## src/design/irut_pkg.sv

```systemverilog
// Shared types, constants and codes for the infrared-carrier serial transmitter.
package irut_pkg;

   localparam int DATA_BITS_DEF = 8;
   localparam int BYTE_W        = 8;
   localparam int CNT_W         = 10;
   localparam int HPB_W         = 8;
   localparam int CSR_ADDR_W    = 2;
   localparam int CSR_DATA_W    = 10;

   localparam logic [HPB_W-1:0] HPB_RST   = HPB_W'(60);
   localparam logic [CNT_W-1:0] STOP1_RST = CNT_W'(120);
   localparam logic [CNT_W-1:0] STOP2_RST = CNT_W'(60);

   typedef enum logic {
      FUNC_TICK = 1'b0,
      FUNC_BYTE = 1'b1
   } func_type;

   typedef enum logic [CSR_ADDR_W-1:0] {
      CSR_HALF_PERIODS = 2'd0,
      CSR_FIRST_STOP   = 2'd1,
      CSR_SECOND_STOP  = 2'd2,
      CSR_IDLE_HIGH    = 2'd3
   } csr_index_type;

   typedef struct packed {
      logic [HPB_W-1:0] half_periods_per_bit;
      logic [CNT_W-1:0] first_stop_length;
      logic [CNT_W-1:0] second_stop_length;
      logic             idle_high;
   } cfg_type;

   typedef struct packed {
      logic pin_level;
      logic busy_res;
      logic refused;
      logic frame_done;
   } result_type;

   typedef struct packed {
      logic busy;
      logic at_frame_start;
   } status_type;

endpackage

```

## src/design/ir_carrier_uart_transmitter.sv

```systemverilog
// Top level of the infrared-carrier serial transmitter with its stream ports.
//
// Sends bytes as asynchronous serial frames (start bit, DATA_BITS data bits
// least significant first, two stop bits) keyed onto an infrared carrier.
// Every request transaction is either a carrier half-period tick (req_tuser
// low) or a byte offer (req_tuser high, byte in req_tdata). Each request gives
// exactly one response transaction that reports the pin level, the busy flag,
// a refused flag for a byte offered while a frame is running, and rsp_tlast on
// the tick that ends the second stop bit. During the start bit and zero data
// bits the pin toggles on each tick; otherwise it sits at the idle level set
// by the idle_high register. Each request is handled by a single counter
// compare and shift between the sequencer registers and the result register,
// so one transaction per cycle is sustained while the result register is
// empty or being drained, which is also when a new request is taken.
// Configuration registers (index 0 half periods per bit, 1 first stop length,
// 2 second stop length, 3 idle high) are written through csr_we and should be
// changed only while no transaction is outstanding.
module ir_carrier_uart_transmitter #(
   parameter int DATA_BITS = irut_pkg::DATA_BITS_DEF
) (
   input  logic                              clock,
   input  logic                              reset,
   input  logic                              req_tvalid,
   output logic                              req_tready,
   input  logic [irut_pkg::BYTE_W-1:0]       req_tdata,  // [7:0] data_byte
   input  logic                              req_tuser,  // [0] func
   output logic                              rsp_tvalid,
   input  logic                              rsp_tready,
   output logic [7:0]                        rsp_tdata,  // [0] pin_level, [1] busy_res,
                                                         // [2] refused, [7:3] zero
   output logic                              rsp_tlast,  // frame_done
   input  logic                              csr_we,
   input  logic [irut_pkg::CSR_ADDR_W-1:0]   csr_addr,
   input  logic [irut_pkg::CSR_DATA_W-1:0]   csr_wdata
);

   irut_pkg::cfg_type    cfg;
   irut_pkg::result_type step_res;
   irut_pkg::result_type out_res;
   irut_pkg::status_type status;
   logic                 accept;
   logic                 can_load;

   assign req_tready = can_load;
   assign accept     = req_tvalid && can_load;

   irut_csr u_csr (
      .clock     (clock),
      .reset     (reset),
      .csr_we    (csr_we),
      .csr_addr  (csr_addr),
      .csr_wdata (csr_wdata),
      .cfg       (cfg)
   );

   irut_frame_ctl #(
      .DATA_BITS (DATA_BITS)
   ) u_frame_ctl (
      .clock     (clock),
      .reset     (reset),
      .accept    (accept),
      .func      (req_tuser),
      .data_byte (req_tdata),
      .cfg       (cfg),
      .res       (step_res),
      .status    (status)
   );

   irut_out_reg u_out_reg (
      .clock     (clock),
      .reset     (reset),
      .load      (accept),
      .res_in    (step_res),
      .out_ready (rsp_tready),
      .out_valid (rsp_tvalid),
      .res_out   (out_res),
      .can_load  (can_load)
   );

   assign rsp_tdata = {5'b0, out_res.refused, out_res.busy_res, out_res.pin_level};
   assign rsp_tlast = out_res.frame_done;

   // A finished frame always leaves the transmitter idle.
   a_done_not_busy: assert property (@(posedge clock) disable iff (reset)
      rsp_tvalid && rsp_tlast |-> !rsp_tdata[1])
      else $error("frame end reported while still busy");

   // A byte is refused only while a frame is running.
   a_refused_busy: assert property (@(posedge clock) disable iff (reset)
      rsp_tvalid && rsp_tdata[2] |-> rsp_tdata[1] && !rsp_tlast)
      else $error("refused flag without a running frame");

   // When idle, the sequencer rests at the start of a frame.
   a_idle_clean: assert property (@(posedge clock) disable iff (reset)
      !status.busy |-> status.at_frame_start)
      else $error("sequencer counters not cleared while idle");

   // A busy result must come from a busy sequencer after the transaction.
   a_busy_tracks: assert property (@(posedge clock) disable iff (reset)
      accept |=> status.busy == rsp_tdata[1])
      else $error("reported busy flag disagrees with sequencer state");

endmodule

```

## src/design/irut_csr.sv

```systemverilog
// Configuration register bank of the infrared-carrier serial transmitter.
module irut_csr (
   input  logic                             clock,
   input  logic                             reset,
   input  logic                             csr_we,
   input  logic [irut_pkg::CSR_ADDR_W-1:0]  csr_addr,
   input  logic [irut_pkg::CSR_DATA_W-1:0]  csr_wdata,
   output irut_pkg::cfg_type                cfg
);

   irut_pkg::cfg_type cfg_ff, cfg_in;

   always_comb begin
      cfg_in = cfg_ff;
      if (csr_we) begin
         unique case (irut_pkg::csr_index_type'(csr_addr))
            irut_pkg::CSR_HALF_PERIODS:
               cfg_in.half_periods_per_bit = csr_wdata[irut_pkg::HPB_W-1:0];
            irut_pkg::CSR_FIRST_STOP:
               cfg_in.first_stop_length = csr_wdata[irut_pkg::CNT_W-1:0];
            irut_pkg::CSR_SECOND_STOP:
               cfg_in.second_stop_length = csr_wdata[irut_pkg::CNT_W-1:0];
            irut_pkg::CSR_IDLE_HIGH:
               cfg_in.idle_high = csr_wdata[0];
            default: cfg_in = cfg_ff;
         endcase
      end
   end

   always_ff @(posedge clock) begin
      if (reset) begin
         cfg_ff.half_periods_per_bit <= irut_pkg::HPB_RST;
         cfg_ff.first_stop_length    <= irut_pkg::STOP1_RST;
         cfg_ff.second_stop_length   <= irut_pkg::STOP2_RST;
         cfg_ff.idle_high            <= 1'b0;
      end else begin
         cfg_ff <= cfg_in;
      end
   end

   assign cfg = cfg_ff;

endmodule

```

## src/design/irut_frame_ctl.sv

```systemverilog
// Frame sequencer: segment and tick counters, data shifter and pin register.
module irut_frame_ctl #(
   parameter int DATA_BITS = irut_pkg::DATA_BITS_DEF
) (
   input  logic                          clock,
   input  logic                          reset,
   input  logic                          accept,
   input  logic                          func,
   input  logic [irut_pkg::BYTE_W-1:0]   data_byte,
   input  irut_pkg::cfg_type             cfg,
   output irut_pkg::result_type          res,
   output irut_pkg::status_type          status
);

   localparam int SEG_W = $clog2(DATA_BITS + 3);
   localparam logic [SEG_W-1:0] SEG_LAST_DATA = SEG_W'(DATA_BITS);
   localparam logic [SEG_W-1:0] SEG_STOP1     = SEG_W'(DATA_BITS + 1);
   localparam logic [SEG_W-1:0] SEG_STOP2     = SEG_W'(DATA_BITS + 2);

   logic                          busy_ff, busy_in;
   logic [SEG_W-1:0]              seg_ff, seg_in;
   logic [irut_pkg::CNT_W-1:0]    cnt_ff, cnt_in;
   logic [irut_pkg::BYTE_W-1:0]   shift_ff, shift_in;
   logic                          pin_ff, pin_in;

   logic                          is_data;
   logic                          modulate;
   logic [irut_pkg::CNT_W-1:0]    seg_len;
   logic [irut_pkg::CNT_W-1:0]    cnt_inc;
   logic                          seg_end;
   logic                          refused;
   logic                          done;

   assign is_data  = (seg_ff != '0) && (seg_ff <= SEG_LAST_DATA);
   assign modulate = (seg_ff == '0) || (is_data && !shift_ff[0]);
   assign cnt_inc  = cnt_ff + irut_pkg::CNT_W'(1);

   always_comb begin
      if (seg_ff <= SEG_LAST_DATA) begin
         seg_len = irut_pkg::CNT_W'(cfg.half_periods_per_bit);
      end else if (seg_ff == SEG_STOP1) begin
         seg_len = cfg.first_stop_length;
      end else begin
         seg_len = cfg.second_stop_length;
      end
   end

   // A zero length also ends here, since any count reaches it.
   assign seg_end = (cnt_inc >= seg_len);

   always_comb begin
      busy_in  = busy_ff;
      seg_in   = seg_ff;
      cnt_in   = cnt_ff;
      shift_in = shift_ff;
      pin_in   = pin_ff;
      refused  = 1'b0;
      done     = 1'b0;
      if (func == irut_pkg::FUNC_BYTE) begin
         if (busy_ff) begin
            refused = 1'b1;
         end else begin
            busy_in  = 1'b1;
            seg_in   = '0;
            cnt_in   = '0;
            shift_in = data_byte;
         end
      end else if (!busy_ff) begin
         pin_in = cfg.idle_high;
      end else begin
         pin_in = modulate ? !pin_ff : cfg.idle_high;
         cnt_in = cnt_inc;
         if (seg_end) begin
            cnt_in = '0;
            if (is_data) begin
               shift_in = shift_ff >> 1;
            end
            if (seg_ff >= SEG_STOP2) begin
               busy_in = 1'b0;
               seg_in  = '0;
               done    = 1'b1;
            end else begin
               seg_in = seg_ff + SEG_W'(1);
            end
         end
      end
   end

   always_ff @(posedge clock) begin
      if (reset) begin
         busy_ff  <= 1'b0;
         seg_ff   <= '0;
         cnt_ff   <= '0;
         shift_ff <= '0;
         pin_ff   <= 1'b0;
      end else if (accept) begin
         busy_ff  <= busy_in;
         seg_ff   <= seg_in;
         cnt_ff   <= cnt_in;
         shift_ff <= shift_in;
         pin_ff   <= pin_in;
      end
   end

   assign res.pin_level  = pin_in;
   assign res.busy_res   = busy_in;
   assign res.refused    = refused;
   assign res.frame_done = done;

   assign status.busy           = busy_ff;
   assign status.at_frame_start = (seg_ff == '0) && (cnt_ff == '0);

endmodule

```

## src/design/irut_out_reg.sv

```systemverilog
// Result register between the sequencer and the result stream.
module irut_out_reg (
   input  logic                  clock,
   input  logic                  reset,
   input  logic                  load,
   input  irut_pkg::result_type  res_in,
   input  logic                  out_ready,
   output logic                  out_valid,
   output irut_pkg::result_type  res_out,
   output logic                  can_load
);

   logic                 valid_ff, valid_in;
   irut_pkg::result_type res_ff;

   assign can_load = !valid_ff || out_ready;
   assign valid_in = load || (valid_ff && !out_ready);

   always_ff @(posedge clock) begin
      if (reset) begin
         valid_ff <= 1'b0;
      end else begin
         valid_ff <= valid_in;
      end
   end

   always_ff @(posedge clock) begin
      if (load) begin
         res_ff <= res_in;
      end
   end

   assign out_valid = valid_ff;
   assign res_out   = res_ff;

endmodule
```

## config.mk

```make
export PLATFORM = sky130hd
export DESIGN_NAME = ir_carrier_uart_transmitter
export DESIGN_NICKNAME = d
export VERILOG_FILES = /design/src/design/irut_pkg.sv /design/src/design/ir_carrier_uart_transmitter.sv /design/src/design/irut_csr.sv /design/src/design/irut_frame_ctl.sv /design/src/design/irut_out_reg.sv
export SDC_FILE = /design/constraint.sdc
export NUM_CORES = 1
export LEC_CHECK = 0
export BUFFER_PORTS_ARGS = -buffer_cell sky130_fd_sc_hd__buf_4
export CAP_MARGIN = 0
export CORE_MARGIN = 2
export CORE_UTILIZATION = 50
export DETAILED_ROUTE_END_ITERATION = 8
export PLACE_DENSITY = 0.71
export RECOVER_POWER = 50
export SLEW_MARGIN = 20
export SYNTH_ARGS = -nofsm -noshare
export SYNTH_HDL_FRONTEND = slang
export SYNTH_SLANG_ARGS = --single-unit
export TNS_END_PERCENT = 100
```

## constraint.sdc

```tcl
create_clock -name clock -period 6.7 [get_ports clock]
set_clock_uncertainty 0.15 [all_clocks]
set_input_delay 0.335 -clock clock [delete_from_list [all_inputs] [get_ports clock]]
set_output_delay 0.335 -clock clock [all_outputs]
set_load 0.01 [all_outputs]
```

==> flow_metrics.tcl <==
set metrics [dict create \
    synth_cell_types 53 \
    pwr-share-clk_pct 44.9 \
    clkSinkCount 58 \
    dp_hpwl_um 4820 \
    seqPwrFrac_pct 45.4 \
    cts_resized 0 \
    synthTopCellsByArea "dfxtp_1 35%, nand2_1 8.4%, mux2i_1 6.5%, ha_1 6.1%, a21oi_1 4.9%" \
    vias 2651 \
    grt_max_degree 54 \
    min_period_over_period_pct 59.7 \
    io_pins 37 \
    clk_pin_slew_ns 0.07 \
    dieHeight_um 82.7 \
    fin_crit_ns 4.00 \
    peakVddDrop_v 0.000138 \
    antenna_found_initial 0 \
    rsz0062_at_grt "no" \
    synth_area_um2 3100 \
    routedWlPerCell_um 15.0 \
    layout-drive-gt1-share_pct 15.3 \
    worstPathRequired_ns 6.78 \
    insertion_delay_ns 0.34 \
    initial_core_util_pct 52.0 \
    drc 0 \
    wirelength_um 6970 \
    area_delta_synth_final_pct 15.7 \
    row_count 28 \
    cts_tree "yes" \
    ys_warn_count 0 \
    path_cells "inv_1 -> ha_1 -> nand3b_1 -> mux2i_1 -> nor2_1 -> a21oi_1 -> ha_1 -> nand4_1 -> o41a_1 -> and2_4 -> or4_1 -> o221ai_2" \
    die_area_um2 6840 \
    grt_pass1_wl_um 11400 \
    synth_area_per_cell_um2 8.62 \
    antenna_cells 0 \
    die_w_um 82.7 \
    cts-buffers-inserted 9 \
    vias_per_cell 5.69 \
    hold_violations 0 \
    power.density_nw_per_um2 229 \
    yosysMostFrequentCell "nand2_1" \
    fmax_mhz 250 \
    fin_tns_setup_ns 0 \
    intPower_uw 610 \
    worstHoldPathType "primary input to flip-flop" \
    power_switching_share_pct 25.5 \
    crit_type "flip-flop to flip-flop" \
    gr-total-overflow 0 \
    cts_setup_buffers 0 \
    p_switching_uw 209 \
    power_leakage_nw 1.53 \
    synth-seq-cells 58 \
    yosysSeqAreaShare_pct 38.8 \
    track_usage_pct 22.4 \
    yosys.area.top_type "dfxtp_1" \
    slowest_stage "or4_1" \
    fin_nets 427 \
    slew_violations 54 \
    endpoint_kind "flip-flop" \
    start_kind "flip-flop" \
    synth_edf_count 4 \
    detail_route.iter0.violations 210 \
    setup_viol 0 \
    grt_pass1_vias 2396 \
    finalWeightedCongestion 0.815 \
    core_area_um2 5960 \
    yosysTopAreaCellShare_pct 34.9 \
    max-cap-violations 1 \
    drt-pass1-iter-count 4 \
    clk_path_buf_depth 2 \
    status "complete, but fails checks" \
    cts_root_buffer "clkbuf_8" \
    combPwrFrac_pct 9.7 \
    ant_nets 0 \
    ctsHoldBuffers 0 \
    io_buffers 31 \
    relSlewSlack_pct -55.8 \
    synthTopCellsByCount "69 x nand2_1, 54 x dfxtp_1, 30 x a21oi_1" \
    htree_levels 3 \
    async_flop_share_pct 0 \
    critPathArrivalTime_ns 4.08 \
    synth_cells 359 \
    finalPower_uw 819 \
    cp_slowest_stage_delay_ns 0.70 \
    violations "capacitance limit, slew limit" \
    cpMostUsedCell "ha_1" \
    synthFlopType "dfxtp_1" \
    worstMarginPinSlew_ns 2.34 \
    crit_path_max_fanout 10 \
]
layout by cell type (no fill, tap or decap), types with 5 or more instances in the layout:
cell type / n
a22oi_1: 6
o221ai_2: 5
a22o_1: 7
nor2b_1: 6
ha_1: 15
nand2b_1: 7
o21ai_0: 5
nand2_1: 69
a21oi_1: 30
inv_1: 6
nand3_1: 8
dfxtp_1: 54
clkbuf_8: 9
nor2_1: 24
mux2i_1: 20
nand3b_1: 11
conb_1: 5
buf_4: 30
a211o_1: 6
path summary, 6_finish.rpt:
| kind | slack [ns] | from | endpoint | depth (start not counted) |
|---|---|---|---|---|
| hold reg to reg | 0.31 | u_csr.cfg[11] | u_csr.cfg[11] | 2 |
| setup / recovery | 2.70 | u_frame_ctl.seg_ff[1] | u_frame_ctl.shift_ff[1] | 12 |
| hold / removal | 0.06 | csr_wdata[5] | u_csr.cfg[26] | 2 |
| setup reg to reg | 2.70 | u_frame_ctl.seg_ff[1] | u_frame_ctl.shift_ff[1] | 12 |
metrics by stage:
stage / hold WS (ns) / util, % / worst slack (ns) / area (um2) / instances
6_report: 0.0616 / 60.1 / 2.70 / 3580 / 466
5_1_grt: 0.0532 / 60.1 / 2.46 / 3580 / 466
4_1_cts: 0.0453 / 60.0 / 2.58 / 3570 / 466
3_5_place_dp: 0.297 / 56.2 / 2.67 / 3350 / 450
3_3_place_gp: 0.293 / 56.2 / 2.81 / 3350 / 450
2_1_floorplan: 0.283 / - / 3.18 / 3110 / 363
state kept, by name (all words and copies together) (netlist names):
signal	cells
u_frame_ctl.shift_ff	8
u_out_reg.out_valid	1
u_out_reg.res_out	4
u_frame_ctl.pin_ff	1
u_csr.cfg	29
u_frame_ctl.cnt_ff	10
u_frame_ctl.busy_ff	1
u_frame_ctl.seg_ff	4
metal layers:
metal	track usage (%)	vias to the layer above	routed length, um	part of all wire, %
met5	0	-	0	0
met4	10.3	0	115	1.6
met3	3.91	8	310	4.4
met2	34.7	68	3300	47
met1	30.4	1242	3240	47
li1	-	1333	-	-
power by group through the flow:
stage	logic (mW)	registers, mW	clock network [mW]
final	0.0793	0.372	0.367
after CTS	0.0796	0.372	0.373
after global routing	0.0888	0.374	0.386
after global placement	0.0773	0.379	0
after detailed placement	0.0788	0.380	0
after floorplan	0.0524	0.378	0
kinds of logic (layout without fill, tap and decap cells):
family,count (synthesis),in the layout,share of synthesized area [%]
flip-flops,58,58,38.8
multiplexers,24,24,7.92
AND/OR/NAND/NOR,146,146,22.6
buffers and inverters,27,55,3.92
other,1,5,0.121
adder cells (fa/ha/maj),15,15,6.06
AO/OA/AOI/OAI,81,81,18.6
XOR/XNOR,7,7,1.98
area by class of cell:
class / count / area [um2]
Fill cell: 567 / 2370
Multi-Input combinational cell: 278 / 1800
Sequential cell: 58 / 1200
Timing Repair Buffer: 32 / 233
Clock buffer: 9 / 124
Clock inverter: 7 / 100
Tap cell: 75 / 93.8
Inverter: 7 / 26.3
critical path: cells and delay by family (launching register included):
family	cells	cell delay, ns
flip-flops	1	0.48
buffers and inverters	1	0.13
AND/OR/NAND/NOR	5	1.54
adder cells (fa/ha/maj)	2	0.38
AO/OA/AOI/OAI	3	0.96
multiplexers	1	0.26
Power figures use the tool's default switching activity.
